==> src/hdl/fbgs_pkg.sv <==
// Package for the face box gate and select block: types, constants and codes.
// Used by every module of the block; depends on nothing.
package fbgs_pkg;

  localparam int CoordBitsDef = 12;
  localparam int ScoreFracDef = 4;
  localparam int ScoreBits    = 30;
  localparam int CfgBits      = 12;
  localparam int CfgIdxBits   = 3;

  localparam logic [CfgIdxBits-1:0] RegRatioMin  = 3'd0;
  localparam logic [CfgIdxBits-1:0] RegRatioMax  = 3'd1;
  localparam logic [CfgIdxBits-1:0] RegEdge      = 3'd2;
  localparam logic [CfgIdxBits-1:0] RegJump      = 3'd3;
  localparam logic [CfgIdxBits-1:0] RegScale     = 3'd4;
  localparam logic [CfgIdxBits-1:0] RegMinHeight = 3'd5;
  localparam logic [CfgIdxBits-1:0] RegMaxHeight = 3'd6;

  typedef enum logic [2:0] {
    ST_IDLE,
    ST_GATE,
    ST_ROOT,
    ST_SCORE,
    ST_SELECT,
    ST_EMIT
  } state_t;

  typedef struct packed {
    logic load;
    logic gate;
    logic root_start;
    logic score;
    logic select;
    logic emit;
  } ctrl_t;

  typedef struct packed {
    logic root_done;
    logic keep;
    logic last;
  } stat_t;

endpackage

==> src/hdl/fbgs_ctrl.sv <==
// Controller state machine for the face box gate and select block.
// Depends on fbgs_pkg; drives the datapath through ctrl_t and reads stat_t.
module fbgs_ctrl
  import fbgs_pkg::*;
(
  input  logic  clk,
  input  logic  rst,
  input  logic  in_valid,
  output logic  in_stall,
  output logic  out_valid,
  input  logic  out_stall,
  input  stat_t stat,
  output ctrl_t ctrl
);

  state_t state, state_next;

  always_ff @(posedge clk) begin
    if (rst) begin
      state <= ST_IDLE;
    end else begin
      state <= state_next;
    end
  end

  always_comb begin
    state_next = state;
    case (state)
      ST_IDLE:   if (in_valid) state_next = ST_GATE;
      ST_GATE:   state_next = stat.keep ? ST_ROOT : (stat.last ? ST_EMIT : ST_IDLE);
      ST_ROOT:   if (stat.root_done) state_next = ST_SCORE;
      ST_SCORE:  state_next = ST_SELECT;
      ST_SELECT: state_next = stat.last ? ST_EMIT : ST_IDLE;
      ST_EMIT:   if (!out_stall) state_next = ST_IDLE;
      default:   state_next = ST_IDLE;
    endcase
  end

  always_comb begin
    ctrl = '0;
    in_stall = 1'b1;
    out_valid = 1'b0;
    case (state)
      ST_IDLE: begin
        in_stall = 1'b0;
        ctrl.load = in_valid;
      end
      ST_GATE: begin
        ctrl.gate = 1'b1;
        ctrl.root_start = stat.keep;
      end
      ST_ROOT:   ;
      ST_SCORE:  ctrl.score = 1'b1;
      ST_SELECT: ctrl.select = 1'b1;
      ST_EMIT: begin
        out_valid = 1'b1;
        ctrl.emit = !out_stall;
      end
      default: ;
    endcase
  end

  assert property (@(posedge clk) disable iff (rst) out_valid |-> in_stall)
    else $error("input taken while a result is shown");
  assert property (@(posedge clk) disable iff (rst) ctrl.load |=> state == ST_GATE)
    else $error("accepted word not gated");
  assert property (@(posedge clk) disable iff (rst) (out_valid && out_stall) |=> out_valid)
    else $error("result dropped while stalled");

endmodule

==> config.mk <==
export PLATFORM = sky130hd
export DESIGN_NAME = fbgs_ctrl
export DESIGN_NICKNAME = d
export VERILOG_FILES = /design/src/hdl/fbgs_pkg.sv /design/src/hdl/fbgs_ctrl.sv
export SDC_FILE = /design/constraint.sdc
export NUM_CORES = 1
export LEC_CHECK = 0
export BUFFER_PORTS_ARGS = -buffer_cell sky130_fd_sc_hd__buf_2
export CAP_MARGIN = 20
export CORE_AREA = 2 2 39 41
export DETAILED_ROUTE_END_ITERATION = 12
export DIE_AREA = 0 0 41 43
export PLACE_DENSITY = 0.42
export RECOVER_POWER = 25
export SYNTH_ARGS = -nofsm -noshare
export SYNTH_HDL_FRONTEND = slang
export SYNTH_SLANG_ARGS = --single-unit
export TNS_END_PERCENT = 10
==> constraint.sdc <==
create_clock -name clk -period 2 [get_ports clk]
set_clock_uncertainty 0.1 [all_clocks]
set_input_delay 0.2 -clock clk [delete_from_list [all_inputs] [get_ports clk]]
set_output_delay 0.2 -clock clk [all_outputs]
set_load 0.05 [all_outputs]
### After elaboration in Yosys (flattened, before gate mapping)

Index checks and enable logic that the tools add are counted.

| word-level totals | value |
|---|---|
| flip-flop bits (word level) | 3 |
| bits of input ports | 7 |

| cells by class | value |
|---|---|
| equal/unequal tests | 8 |
| multiplexer cells | 13 |
| reduce and logical (&&, ||, !) cells | 3 |

Operator list:

| kind | count |
|---|---|
| $pmux 3 s6 | 1 |
| $mux 3 | 5 |
| $eq 3x2->1 const B | 2 |
| $eq 3x3->1 const B | 2 |
| $mux 1 | 6 |
| $ne 2x2->1 const B | 3 |
| $eq 3x1->1 const B | 1 |
| $logic_not 3->1 | 1 |
| $reduce_and 3->1 | 1 |
| $mux 2 | 1 |
| $logic_not 1->1 | 1 |

### Logic depth before layout (Yosys ltp)

| logic depth | value |
|---|---|
| depth in word-level cells | 3 |
| depth in mapped cells | 5 |
| depth with buffers taken out | 4 |

### Worst setup path after synthesis

Ideal clock, no wire load.

| timing | value |
|---|---|
| path type | register -> output |
| start | register state[0] |
| end | output ctrl[0] in the netlist's numbering |
| arrival time | 1.840 ns |
| required time | 1.700 ns |
| setup slack | -0.140 ns |
| stages on the path, launching flop included | 5 |
| buffers on the path | 1 |
| cells stage by stage | dfxtp_1 -> clkbuf_2 -> and2b_1 -> and2_1 -> nor2b_1 |

RTL lines:

| what | RTL line | source |
|---|---|---|
| start: declaration | fbgs_ctrl.sv:16 | `state_t state, state_next;` |
| start signal: assignment | fbgs_ctrl.sv:22 | `state <= state_next;` |
| end: declaration | fbgs_ctrl.sv:13 | `output ctrl_t ctrl` |

==> summary.txt <==
Final layout
  • Biggest register: state
  • Top Registers: state x3
  • Ant diodes: 0
  • Fill cells: 158
  • Layout cell share with drive strength beyond 1: 0.380
  • Largest register FFs: 3
  • P&R area growth vs syn: 47.9%
  • Layout Nets: 58
  • Post-route cell area: 352 sq um

Drt
  • Vias per cell: 4.20
  • Top layer in use: met3
  • Drt drc: 0
  • Routed vias: 277
  • TritonRoute pass-1 iters: 2
  • Met2 WL post-DR: 259 um
  • Total Wirelength: 601 um
  • WL/cell: 9.11 um
  • Detail Route met3 WL: 45 um
  • Iter 0 DRT Violations: 1
  • WL met1: 296 um
  • Antenna Violating Nets Remaining: 0

Place
  • HPWL Detailed: 478 um
  • Port Buffers: 14
  • Final GP Congestion: 0.720
  • Placed Area: 325 sq um

Clocking
  • Number of hold buffers added after cts: 0
  • Clk sink count: 3
  • CTS H-tree lvls: 1
  • Worst-Skew Late Latency: 0.23 ns
  • TritonCTS clock tree: done
  • Clock slew at reported path FFs: 0.04 ns
  • Buffers inserted by post-CTS timing repair: 0
  • Clock root cell: clkbuf_4
  • Clock Tree Buf Depth: 2
  • TritonCTS Buffers: 3
  • Cts repair resizes: 0

STA
  • FMAX: 573 MHz
  • Fin crit period: 1.74 ns
  • Unrepaired setup endpoints after global routing: false
  • Setup TNS: 0 ns
  • Post-route clock period utilization: 0.872
  • Final setup fails: 0
  • Final Max Tran Viols: 0
  • Worst-Margin Slew: 0.283 ns
  • Hold Slack: 0.0731 ns
  • Slew HR: 0.811
  • Final hold viol count: 0

Global routing
  • Gr usage total: 0.0661
  • Grt ovf: 0
  • First-pass GRT wire length: 807 um
  • Vias in the first global route: 212
  • Largest net degree at the start of global routing: 11
  • Initial antenna violation count: 0

Setup path
  • Crit path from: state[0]
  • Crit path max-delay family: simple AND/OR/NAND/NOR gates
  • Crit path cell chain: and2b_1, and2_1, nor2b_2, buf_2
  • Number of cells on the critical path: 4
  • Critical Path Sink: ctrl[0]
  • Crit-path max FO: 10
  • Critical Path Source Type: flop
  • Nature of the critical path endpoint: primary output
  • Worst path arrival time: 1.44 ns
  • Worst setup path class: reg -> out
  • WP data required: 1.70 ns
  • R2R Path End: state[0]
  • Buf/Inv on CP: 1
  • RR Startpoint: state[0]
  • CP max stage delay: 0.47 ns
  • Cells on worst reg2reg path: 4
  • R2R Setup Slk: 0.69 ns
  • Crit-path slowest cell: dfxtp_1

Synth
  • Synth cell types: 16
  • Yosys warns: 0
  • Syn_area_per_cell: 7.20 sq um
  • Syn nets: 40
  • Post-Syn Area: 238 sq um
  • Register area share after synthesis: 0.253
  • Synth Register Bits: 3
  • Cell count after synthesis: 33

Floorplan
  • Initial Utilization: 0.172
  • IO Count: 15
  • Std cell rows: 14
  • Die area: 0.00176 sq mm
  • Die Ht: 43 um
  • Core area: 0.00138 sq mm
  • Chip Width: 41 um

Power
  • Peak VDD IR: 0.448 mV
  • Int Pwr: 0.181 mW
  • PwrDens: 872 mW/mm^2
  • Switching Share: 0.410
  • Logic pwr share: 0.406
  • Leak: 0.173 nW
  • P_sw: 0.126 mW
  • Clock share of power: 0.334
  • Power share of the sequential group: 0.259

Run status
  • Status: finished, final reports clean

Job
  • Max cap viols: 0

Hold path
  • Hold path depth: 2
  • Hold crit path type: in -> reg
## cell usage after synthesis
cell type  instances  share of area
a21oi_1            4          0.084
inv_1              4          0.063
nor2b_1            4           0.11
and2_1             3          0.079
dfxtp_1            3           0.25
and3_1             2          0.053
nor2_1             2          0.032
nor3_1             2          0.042
o211ai_1           2          0.063
a21boi_0           1          0.032
and2b_1            1          0.032
clkbuf_2           1          0.021
o2111a_1           1          0.047
o21ai_0            1          0.021
o22ai_1            1          0.026
or3_4              1          0.047
## cell families (layout without fill, tap and decap cells)
kind of cell,count (synthesis),count (layout),synth area share
simple gates,15,15,0.389
compound gates,10,10,0.274
buf+inv,5,22,0.0842
flops,3,3,0.253
## worst min path at each step
stage	end	startpoint	slack, ns
after floorplan	state[2]	rst	0.17
after global placement	state[2]	rst	0.30
after detailed placement	state[1]	rst	0.31
after CTS	state[1]	rst	0.07
after global routing	state[2]	rst	0.07
final	state[1]	rst	0.07
## per-stage QoR
step	utilization	power [mW]	worst slack [ns]	std cells
floorplan	-	0.178	0.0819	33
CTS	0.254	0.312	0.250	66
global route	0.254	0.327	0.133	66
finish	0.254	0.306	0.256	66
global placement	0.235	0.207	0.527	62
detailed placement	0.235	0.206	0.492	62
## per-layer routing
metal | vias up | track usage
li1 | 148 | -
met2 | 8 | 0.0969
met4 | 0 | 0
met5 | - | 0
met1 | 121 | 0.0831
met3 | 0 | 0.0471
## power groups by stage
stage	registers, mW	clock network [mW]	logic [mW]
2_1_floorplan	0.0720	0	0.106
3_3_place_gp	0.0801	0	0.127
3_5_place_dp	0.0800	0	0.125
4_1_cts	0.0790	0.107	0.126
5_1_grt	0.0810	0.114	0.132
6_report	0.0794	0.102	0.125
## cell usage in the layout (no fill, tap or decap)
cell type | Yosys | routed
or3_4 | 1 | 1
dfxtp_1 | 3 | 3
and2_0 | 0 | 1
nor2b_1 | 4 | 3
nor2_1 | 2 | 2
nor3_1 | 2 | 2
a21boi_0 | 1 | 1
and3_1 | 2 | 2
o211ai_1 | 2 | 2
buf_2 | 0 | 14
o21ai_0 | 1 | 1
o22ai_1 | 1 | 1
and2_1 | 3 | 2
nor2b_2 | 0 | 1
inv_1 | 4 | 4
o2111a_1 | 1 | 1
a21oi_1 | 4 | 4
clkbuf_4 | 0 | 3
and2b_1 | 1 | 1
clkbuf_1 | 0 | 1
## final cells by class
cell class / instances / area (sq um) / area share
sequential: 3 / 60.1 / 0.171
tap: 16 / 20.0 / 0.0569
inverter: 4 / 15.0 / 0.0427
timing repair buffer: 14 / 70.1 / 0.199
clock buffer: 4 / 26.3 / 0.0747
multi-input combinational: 25 / 160 / 0.456
(Power assumes the default switching activity.)
