===== src/hdl/fbgs_pkg.sv =====
// Package for the face box gate and select block: types, constants and codes.
// Used by every module of the block; depends on nothing.
package fbgs_pkg;

  localparam int CoordBitsDef = 12;
  localparam int ScoreFracDef = 4;
  localparam int ScoreBits    = 30;
  localparam int CfgBits      = 12;
  localparam int CfgIdxBits   = 3;

  localparam logic [CfgIdxBits-1:0] RegRatioMin  = 3'd0;
  localparam logic [CfgIdxBits-1:0] RegRatioMax  = 3'd1;
  localparam logic [CfgIdxBits-1:0] RegEdge      = 3'd2;
  localparam logic [CfgIdxBits-1:0] RegJump      = 3'd3;
  localparam logic [CfgIdxBits-1:0] RegScale     = 3'd4;
  localparam logic [CfgIdxBits-1:0] RegMinHeight = 3'd5;
  localparam logic [CfgIdxBits-1:0] RegMaxHeight = 3'd6;

  typedef enum logic [2:0] {
    ST_IDLE,
    ST_GATE,
    ST_ROOT,
    ST_SCORE,
    ST_SELECT,
    ST_EMIT
  } state_t;

  typedef struct packed {
    logic load;
    logic gate;
    logic root_start;
    logic score;
    logic select;
    logic emit;
  } ctrl_t;

  typedef struct packed {
    logic root_done;
    logic keep;
    logic last;
  } stat_t;

endpackage


===== src/hdl/fbgs_isqrt.sv =====
// Iterative integer square root, one root bit per cycle through one subtract.
// Imports fbgs_pkg; no other dependency.
module fbgs_isqrt
  import fbgs_pkg::*;
#(
  parameter int InBits = 36
) (
  input  logic                clk,
  input  logic                rst,
  input  logic                start,
  input  logic [InBits-1:0]   value,
  output logic                done,
  output logic [InBits/2-1:0] root
);

  localparam int Steps  = InBits / 2;
  localparam int CntBits = $clog2(Steps + 1);

  logic [InBits-1:0]   rem;
  logic [InBits-1:0]   src;
  logic [InBits/2-1:0] acc;
  logic [CntBits-1:0]  cnt;
  logic                busy;
  logic [InBits/2+1:0] trial;
  logic [InBits/2+1:0] part;

  assign part  = {rem[InBits/2-1:0], src[InBits-1:InBits-2]};
  assign trial = {acc, 2'b01};

  always_ff @(posedge clk) begin
    if (rst) begin
      busy <= 1'b0;
      cnt  <= '0;
    end else if (start) begin
      busy <= 1'b1;
      cnt  <= CntBits'(Steps);
    end else if (busy) begin
      cnt <= cnt - 1'b1;
      if (cnt == CntBits'(1)) busy <= 1'b0;
    end
  end

  always_ff @(posedge clk) begin
    if (start) begin
      rem <= '0;
      src <= value;
      acc <= '0;
    end else if (busy) begin
      src <= src << 2;
      if (part >= trial) begin
        rem <= InBits'(part - trial);
        acc <= {acc[InBits/2-2:0], 1'b1};
      end else begin
        rem <= InBits'(part);
        acc <= {acc[InBits/2-2:0], 1'b0};
      end
    end
  end

  assign done = busy && cnt == CntBits'(1);
  assign root = acc;

endmodule


===== src/hdl/fbgs_datapath.sv =====
// Datapath: configuration registers, gating tests, scoring and the held best box.
// Depends on fbgs_pkg and fbgs_isqrt.
module fbgs_datapath
  import fbgs_pkg::*;
#(
  parameter int CoordBits = CoordBitsDef,
  parameter int ScoreFrac = ScoreFracDef
) (
  input  logic                         clk,
  input  logic                         rst,
  input  logic                         cfg_write,
  input  logic [CfgIdxBits-1:0]        cfg_index,
  input  logic [CfgBits-1:0]           cfg_data,
  input  logic signed [CoordBits:0]    box_x,
  input  logic signed [CoordBits:0]    box_y,
  input  logic signed [CoordBits:0]    box_w,
  input  logic signed [CoordBits:0]    box_h,
  input  logic [9:0]                   det_score_milli,
  input  logic                         is_last,
  input  logic [CoordBits-1:0]         frame_width,
  input  logic [CoordBits-1:0]         frame_height,
  input  logic                         ref_valid,
  input  logic signed [CoordBits:0]    ref_x,
  input  logic signed [CoordBits:0]    ref_y,
  input  logic [CoordBits-1:0]         ref_height,
  input  ctrl_t                        ctrl,
  output stat_t                        stat,
  output logic                         found,
  output logic signed [CoordBits:0]    best_x,
  output logic signed [CoordBits:0]    best_y,
  output logic [CoordBits-1:0]         best_w,
  output logic [CoordBits-1:0]         best_h,
  output logic signed [ScoreBits-1:0]  face_score
);

  localparam int SqBits  = 2 * CoordBits + 6;
  localparam int RtIn    = 2 * ((SqBits + 2 * ScoreFrac + 1) / 2);
  localparam int RtBits  = RtIn / 2;
  localparam int WideBits = 48;
  localparam int PenShift = RtBits + 7;
  localparam longint PenRecip = ((64'sd1 <<< PenShift) + 64'sd19) / 64'sd20;
  localparam logic signed [WideBits-1:0] ScoreMax =
    WideBits'((64'sd1 <<< (ScoreBits - 1)) - 64'sd1);

  logic [CfgBits-1:0] ratio_min, ratio_max, edge_m, jump, scale, hmin, hmax;

  always_ff @(posedge clk) begin
    if (rst) begin
      ratio_min <= 12'd166;
      ratio_max <= 12'd512;
      edge_m    <= 12'd4;
      jump      <= 12'd220;
      scale     <= 12'd410;
      hmin      <= 12'd0;
      hmax      <= 12'd4095;
    end else if (cfg_write) begin
      case (cfg_index)
        RegRatioMin:  ratio_min <= cfg_data;
        RegRatioMax:  ratio_max <= cfg_data;
        RegEdge:      edge_m    <= cfg_data;
        RegJump:      jump      <= cfg_data;
        RegScale:     scale     <= cfg_data;
        RegMinHeight: hmin      <= cfg_data;
        RegMaxHeight: hmax      <= cfg_data;
        default: ;
      endcase
    end
  end

  logic signed [CoordBits:0]   x, y, w, h, rx, ry;
  logic [CoordBits-1:0]        iw, ih, rh;
  logic [9:0]                  milli;
  logic                        last, rv;

  always_ff @(posedge clk) begin
    if (ctrl.load) begin
      x <= box_x; y <= box_y; w <= box_w; h <= box_h;
      milli <= det_score_milli; iw <= frame_width; ih <= frame_height;
      rv <= ref_valid; rx <= ref_x; ry <= ref_y; rh <= ref_height;
    end
  end

  always_ff @(posedge clk) begin
    if (rst) begin
      last <= 1'b0;
    end else if (ctrl.load) begin
      last <= is_last;
    end
  end

  logic signed [WideBits-1:0] xs, ys, ws, hs, rxs, rys, ms, iws, ihs, rhs, dxa, dya;
  logic signed [WideBits-1:0] h256, sc;
  logic                       keep;

  always_comb begin
    xs  = WideBits'(x);  ys = WideBits'(y);
    ws  = WideBits'(w);  hs = WideBits'(h);
    rxs = WideBits'(rx); rys = WideBits'(ry);
    ms  = WideBits'($signed({1'b0, edge_m}));
    iws = WideBits'($signed({1'b0, iw}));
    ihs = WideBits'($signed({1'b0, ih}));
    rhs = WideBits'($signed({1'b0, rh}));
    sc  = WideBits'($signed({1'b0, scale}));
    h256 = hs <<< 8;
    dxa = xs - rxs; if (dxa < 0) dxa = -dxa;
    dya = ys - rys; if (dya < 0) dya = -dya;
    keep = 1'b1;
    if (ws <= 0 || hs <= 0) keep = 1'b0;
    if (h256 < WideBits'($signed({1'b0, ratio_min})) * ws ||
        h256 > WideBits'($signed({1'b0, ratio_max})) * ws) keep = 1'b0;
    if (xs < ms || ys < ms || xs + ws > iws - ms || ys + hs > ihs - ms) keep = 1'b0;
    if (hs < WideBits'($signed({1'b0, hmin})) || hs > WideBits'($signed({1'b0, hmax})))
      keep = 1'b0;
    if (rv) begin
      if (dxa > WideBits'($signed({1'b0, jump})) || dya > WideBits'($signed({1'b0, jump})))
        keep = 1'b0;
      if (rh != '0 && (h256 > sc * rhs || hs * sc < (rhs <<< 8))) keep = 1'b0;
    end
  end

  logic signed [CoordBits+2:0] dx, dy;
  logic [SqBits-1:0]           sq;
  logic [RtIn-1:0]             rt_in;
  logic                        rt_done;
  logic [RtBits-1:0]           root;
  logic [2*CoordBits+1:0]      area;

  assign dx = (CoordBits+3)'(2 * xs + ws - iws);
  assign dy = (CoordBits+3)'(2 * ys + hs - ihs);

  always_ff @(posedge clk) begin
    if (ctrl.gate) begin
      sq   <= SqBits'(dx * dx) + SqBits'(dy * dy);
      area <= (2*CoordBits+2)'(ws * hs);
    end
  end

  assign rt_in = RtIn'(sq) << (2 * ScoreFrac);

  fbgs_isqrt #(.InBits(RtIn)) u_isqrt (
    .clk   (clk),
    .rst   (rst),
    .start (ctrl.root_start),
    .value (ctrl.root_start ? RtIn'(SqBits'(dx * dx) + SqBits'(dy * dy)) << (2 * ScoreFrac)
                            : rt_in),
    .done  (rt_done),
    .root  (root)
  );

  logic [RtBits+2:0]          pen, pen_num;
  logic [2*RtBits+5:0]        pen_prod;
  logic signed [WideBits-1:0] raw, score;
  logic signed [ScoreBits:0]  cand;

  // The penalty (3r + 10) / 20 is taken by a reciprocal multiply, exact over the root range.
  assign pen_num  = (RtBits+3)'(3 * (RtBits+3)'(root) + 10);
  assign pen_prod = pen_num * (RtBits+3)'(PenRecip);

  always_ff @(posedge clk) begin
    if (ctrl.score) begin
      pen <= (RtBits+3)'(pen_prod >> PenShift);
    end
  end

  always_comb begin
    raw = ((WideBits'(area) + WideBits'(milli)) <<< ScoreFrac) - WideBits'(pen);
    score = raw;
    if (raw > ScoreMax) score = ScoreMax;
    cand = (ScoreBits+1)'(score);
  end

  logic                       have;
  logic signed [ScoreBits:0]  held;
  logic signed [ScoreBits:0]  thr;
  logic signed [CoordBits:0]  hx, hy;
  logic [CoordBits-1:0]       hw, hh;

  assign thr = have ? held : -(ScoreBits+1)'(1 << ScoreFrac);

  always_ff @(posedge clk) begin
    if (rst || ctrl.emit) begin
      have <= 1'b0;
      held <= '0;
      hx <= '0; hy <= '0; hw <= '0; hh <= '0;
    end else if (ctrl.select && cand > thr) begin
      have <= 1'b1;
      held <= cand;
      hx <= x; hy <= y;
      hw <= w[CoordBits-1:0]; hh <= h[CoordBits-1:0];
    end
  end

  logic ok;
  assign ok = have && !held[ScoreBits];
  assign found      = ok;
  assign best_x     = ok ? hx : '0;
  assign best_y     = ok ? hy : '0;
  assign best_w     = ok ? hw : '0;
  assign best_h     = ok ? hh : '0;
  assign face_score = ok ? held[ScoreBits-1:0] : '0;

  assign stat.root_done = rt_done;
  assign stat.keep      = keep;
  assign stat.last      = last;

endmodule

===== config.mk =====
export PLATFORM = sky130hd
export DESIGN_NAME = fbgs_datapath
export DESIGN_NICKNAME = d
export VERILOG_FILES = /design/src/hdl/fbgs_pkg.sv /design/src/hdl/fbgs_isqrt.sv /design/src/hdl/fbgs_datapath.sv
export SDC_FILE = /design/constraint.sdc
export NUM_CORES = 2
export LEC_CHECK = 0
export ABC_AREA = 1
export BUFFER_PORTS_ARGS = -buffer_cell sky130_fd_sc_hd__buf_2
export CAP_MARGIN = 10
export CORE_UTILIZATION = 55
export DETAILED_ROUTE_END_ITERATION = 8
export HOLD_SLACK_MARGIN = 0.02
export PLACE_DENSITY = 0.72
export RECOVER_POWER = 25
export SLEW_MARGIN = 20
export SYNTH_ARGS = -nofsm -noshare
export SYNTH_HDL_FRONTEND = slang
export SYNTH_SLANG_ARGS = --single-unit

===== constraint.sdc =====
create_clock -name clk -period 9.61 [get_ports clk]
set_input_delay 0.4805 -clock clk [delete_from_list [all_inputs] [get_ports clk]]
set_output_delay 0.4805 -clock clk [all_outputs]
set_load 0.005 [all_outputs]

After elaboration in Yosys (flattened, before gate mapping)
Index checks and enable logic that the tools add are counted.

storage, ports and cells
  register bits = 410
  latch bits = 0
  memory bits (writable) = 0
  ROM bits = 0
  bits of input ports = 150
  output and inout port bits = 84
  memories kept = 0

operators by class
  add/subtract/negate cells = 18
  multipliers = 9
  div/mod/pow operators = 0
  order comparisons = 19
  equal/unequal tests = 7
  shift operators = 0
  muxes and demuxes = 25
  bitwise operators = 0
  reductions and logical operators = 25

operator list
  cell                                                              number
  multiplier 13 x 13 -> 26 bit                                      4
  greater-than comparator 48 x 13 -> 1 bit                          2
  2-to-1 mux 48 bit                                                 2
  negator 14 -> 48 bit                                              2
  2-to-1 mux 38 bit                                                 2
  2-to-1 mux 31 bit                                                 2
  multiplier 15 x 15 -> 30 bit                                      2
  multiplier 22 x 20 -> 42 bit (second input constant)              1
  less-than comparator 13 bit                                       3
  greater-than comparator 32 x 30 -> 1 bit (second input constant)  1
  subtractor 31 x 18 -> 32 bit                                      1
  greater-than comparator 31 bit                                    1
  adder 14 x 13 -> 15 bit                                           2
  adder 30 bit                                                      1
  2-to-1 mux 30 bit                                                 1
  subtractor 15 x 13 -> 15 bit                                      2
  adder 13 x 13 -> 14 bit                                           2
  greater-than comparator 14 x 13 -> 1 bit                          2
  less-than comparator 14 x 1 -> 1 bit (second input constant)      2
  subtractor 13 x 13 -> 14 bit                                      2
  adder 26 x 10 -> 27 bit                                           1
  greater-than comparator 21 x 26 -> 1 bit                          1
  less-or-equal comparator 13 x 1 -> 1 bit (second input constant)  2
  less-than comparator 21 x 26 -> 1 bit                             1
  27 further kinds                                                  61

Logic depth before layout (Yosys ltp)
  depth after elaboration = 9
  gate-level depth with buffers = 47

Cells and area by module
Synthesis repeated with hierarchy kept, for this count alone.

second synthesis, totals
  cell total of the unflattened synthesis = 10,338
  area total of the unflattened synthesis = 83,177.3 um^2

modules (own cells, without submodules)
  module         times used  cells an instance  area each (um^2)
  fbgs_datapath  1           9,699              78,535.3
  fbgs_isqrt     1           639                4,642.0

Worst setup path after synthesis
OpenSTA, ideal clock, no wires.

  kind = reg2reg
  start = register h[3]
  end = register u_isqrt.src[35] (data pin)
  library setup time = 0.254 ns
  arrival = 9.902 ns
  required time = 9.356 ns
  slack = -0.546 ns
  stages on the path, launching flop included = 45
  path buffers = 3
  clock period less this slack = 10.156 ns
  cells stage by stage = edfxtp_1 clkbuf_1 clkbuf_1 inv_1 fa_1 inv_1 ha_1 a21oi_1 nand2_1 nand3_1 nand3_1 a21boi_0 o21ai_0 nand2_1 nand2_1 a21oi_1 inv_1 nand2_1 [9 not listed] fa_1 fa_1 fa_1 inv_1 fa_1 inv_1 ha_1 nand2_1 o21a_1 nand2_1 a21oi_1 inv_1 a21oi_1 o21ai_0 a21o_1 or2_2 nand3_1 nand2_1

between the ends
  cells in the longest elaborated chain, start to end = 5

ends and longest elaborated chain
  element                       line                  source
  start: declaration            fbgs_datapath.sv:70   logic signed [CoordBits:0] x, y, w, h, rx, ry;
  start signal: assignment      fbgs_datapath.sv:77   x <= box_x; y <= box_y; w <= box_w; h <= box_h;
  adder 14 x 13 -> 15 bit       fbgs_datapath.sv:129  assign dy = (CoordBits+3)'(2 * ys + hs - ihs);
  subtractor 15 x 13 -> 15 bit  fbgs_datapath.sv:129
  multiplier 15 x 15 -> 30 bit  fbgs_datapath.sv:144  .value (ctrl.root_start ? RtIn'(SqBits'(dx * dx) + SqBits'(dy * dy)) << (2 * ScoreFrac)
  adder 30 bit                  fbgs_datapath.sv:144
  2-to-1 mux 38 bit             fbgs_isqrt.sv:44      if (start) begin
  end signal: assignment        fbgs_isqrt.sv:46      src <= value;
  end signal: assignment        fbgs_isqrt.sv:49      src <= src << 2;
  end: declaration              fbgs_isqrt.sv:20      logic [InBits-1:0] src;

Every way passes these cells.
A chain may end at the register's enable or synchronous reset.

Worst setup path in the final report
  start = register w[2]
  end = register u_isqrt.src[35] (data pin)

between the ends
  cells in the longest elaborated chain, start to end = 5

ends and longest elaborated chain
  element                       line                  source
  start: declaration            fbgs_datapath.sv:70
  start signal: assignment      fbgs_datapath.sv:77
  adder 14 x 13 -> 15 bit       fbgs_datapath.sv:128  assign dx = (CoordBits+3)'(2 * xs + ws - iws);
  subtractor 15 x 13 -> 15 bit  fbgs_datapath.sv:128
  multiplier 15 x 15 -> 30 bit  fbgs_datapath.sv:144
  adder 30 bit                  fbgs_datapath.sv:144
  2-to-1 mux 38 bit             fbgs_isqrt.sv:44

Every way passes these cells.

==> summary.md <==
| Metric | Value |
|---|---|
| Die X | a little under 400 µm |
| CTS tree | done |
| Largest net degree at the start of global routing | between 100 and 150 |
| Delay-heaviest family, CP | adder cells |
| Wire length per cell | 18.7 µm |
| Final hold violation count | 0 |
| Hold WC Path Type | input port to flop |
| Buf/Inv on CP | 12 |
| Initial antenna violation count | 30 |
| Required time of the critical path | between 10 and 15 ns |
| Sequential cell area fraction in the yosys report | 0.127 |
| Post-layout min period | 9.34 ns |
| Total CTS buffers | 53 |
| Multi-input gate area | ~60,000 µm² |
| WP data arrival | roughly 9.7 ns |
| CTS Buffer Depth | 3 |
| Slew HR | -2.03 |
| Antenna violation net count after detailed routing | 0 |
| Total of warnings raised by yosys | 0 |
| GR peak layer | met2 |
| Crit. End Element | flop |
| Crit path top cell by count | fa_1 |
| Vias in the first global route | ~67,000 |
| Failing checks | capacitance limit, slew limit |
| Fillers | approximately 13,000 |
| Drt via density | ~5.3 |
| Yosys cell types | 55 |
| DR vias | 65,600 |
| Critical path type | flop to flop |
| DRC | 0 |
| Die height | 384 µm |
| First-pass GRT wire length | 365 mm |
| Final TNS setup | 0 ns |
| GRT Total Usage | 0.317 |
| Iteration-0 DRC Markers | 4,563 |
| Site Rows | 139 |
| Crit-path max cell delay | 0.60 ns |
| GRT met3 Usage | 0.0498 |
| GP Congestion | between 0.9 and 1 |
| Post-Syn Area per Cell | just over 8 µm² |
| EDFF count, synth | a little under 200 |
| Nets@finish | about 13,000 |
| Grt total ovfl | 0 |
| Met1 Usage GRT | 0.405 |
| Setup violators final | 0 |
| P&R area growth vs syn | 10.1% |
| M2 GR Usage | 0.532 |
| Leading cell type in the layout, fill and taps excluded | inv_1 |
| Predominant post-synthesis flop cell | dfxtp_1 |
| Clock sink total | 410 |
| Slew Limit Fails | between 90 and 100 |
| Slowest cell on the critical path | fa_2 |
| Syn Std Cell Area | around 80,000 µm² |
| PortBufs | 233 |
| MaxCap Viol Count | 2 |
| Depth of the CTS H-tree | 2 |
| Clock Latency Late Sink | slightly below 0.7 ns |
| Fraction of layout cells with a size suffix above 1 | 0.0777 |
| Placed wire-length estimate | ~190 mm |
| Slew @ Worst Pin | around 4.6 ns |
| Status | complete, but fails checks |
| Drt first pass iters | 6 |
| Final Cycle Share | 0.971 |
| Root Buffer | clkbuf_16 |
| RSZ-0062 raised after global routing | yes |
| Hold WS | between 0.1 and 0.15 ns |
| F_max | between 0.1 and 0.15 GHz |
| Clock Pin Slew Worst Setup and Hold Paths | about 0.060 ns |
| Die ar. | roughly 150,000 µm² |
| Ys async rst share | 0 |
| CP max FO | 5 |
| I/O pins | around 230 |
| Most frequent cells in the layout | inv_1, nand2_1, fa_1, ha_1, nor2_1 |
| Reg area | ~10,000 µm² |
| Skew final | ~0.043 ns |
| Core Util, Final | 0.613 |
| Starting density of the core | 0.557 |
| Synthesized Nets | roughly 12,000 |
| Startpoint types | flop |
| CORE AREA | between 100,000 and 150,000 µm² |
| Synthesized flop and latch total | 410 |
| WL final | between 200 and 250 mm |
| Cells after synthesis | slightly below 10,000 |
-- flip-flops by register name, summed over array words and instances (netlist names), 13 cells and up --
name          flops
area             26
h                13
held             31
hx               13
hy               13
pen              18
rx               13
ry               13
u_isqrt.rem      19
u_isqrt.root     19
u_isqrt.src      30
w                13
x                13
y                13
-- cell families after synthesis --
group                      share of synthesized area
AOI/OAI and AO/OA                             0.0707
xor gates and xnor gates                      0.0341
adders and majority gates                      0.485
buffers and inverters                          0.134
DFF                                            0.127
and+or+nand+nor                                0.149
-- cells in the mapped netlist (all sizes together), types with 15 or more instances --
cell / n / area, µm²
a21oi: 517 / 2590
nand3: 245 / 1290
nor3: 38 / 200
xnor2: 125 / 1090
ha: 1098 / 13700
nand4: 78 / 488
nand2: 1788 / 6750
buf: 71 / 317
nor4: 27 / 169
o22ai: 18 / 113
clkbuf: 208 / 781
edfxtp: 199 / 5980
a21o: 34 / 255
o211ai: 31 / 233
o21bai: 36 / 270
nor2: 674 / 2560
o21ai: 286 / 1430
inv: 2577 / 9670
nand3b: 15 / 113
fa: 1261 / 25200
a31oi: 37 / 231
dfxtp: 211 / 4220
or2: 48 / 300
xor2: 188 / 1650
-- metrics by stage --
step | cells | setup WS (ns) | cell area [µm²]
after floorplan | 9901 | 0.0152 | 80400
after global placement | 12100 | -0.0768 | 85200
after detailed placement | 12100 | -0.111 | 85200
after CTS | 12200 | 0.000894 | 87900
after global routing | 12300 | -0.0885 | 88500
final | 12300 | 0.274 | 88500
-- final timing paths --
check | from | cells past startpoint | slack, ns | end
worst max-delay path | w[2] | 40 | 0.27 | u_isqrt.src[35]
worst min-delay path | box_h[2] | 1 | 0.12 | h[2]
worst max register to register | w[2] | 40 | 0.27 | u_isqrt.src[35]
worst min register to register | hw[7] | 2 | 0.45 | hw[7]
-- area by class of cell --
type                            count  share of cell area
Sequential cell                   410               0.115
Multi-Input combinational cell   6632               0.678
Clock buffer                       63              0.0157
Inverter                         2580               0.110
Clock inverter                     37             0.00369
Antenna cell                       16            0.000452
Timing Repair Buffer              633              0.0506
Tap cell                         1903              0.0269
-- worst reg2reg max path, delay by kind of cell (launching register included) --
kind | cells | cell delay (ns)
and+or+nand+nor | 10 | 1.46
AOI/OAI and AO/OA | 7 | 0.94
DFF | 1 | 0.43
buffers and inverters | 12 | 1.12
adders and majority gates | 11 | 5.14
-- per-layer routing --
layer	up-vias	part of all wire
met3	522	0.074
met2	2109	0.47
met1	32000	0.40
li1	30900	-
met5	-	0.00030
met4	10	0.053
-- timing repair --
item,4_1_cts,5_1_grt
gates cloned,0,1
endpoints found under the hold margin,82,1
pin swaps,1,66
endpoints found under the setup margin,4,16
gates resized for setup,28,156
buffers inserted,0,11
hold buffers,82,1
Power is not shown: default switching activity piles up to over one toggle a cycle in this logic, so the estimate is an artifact.
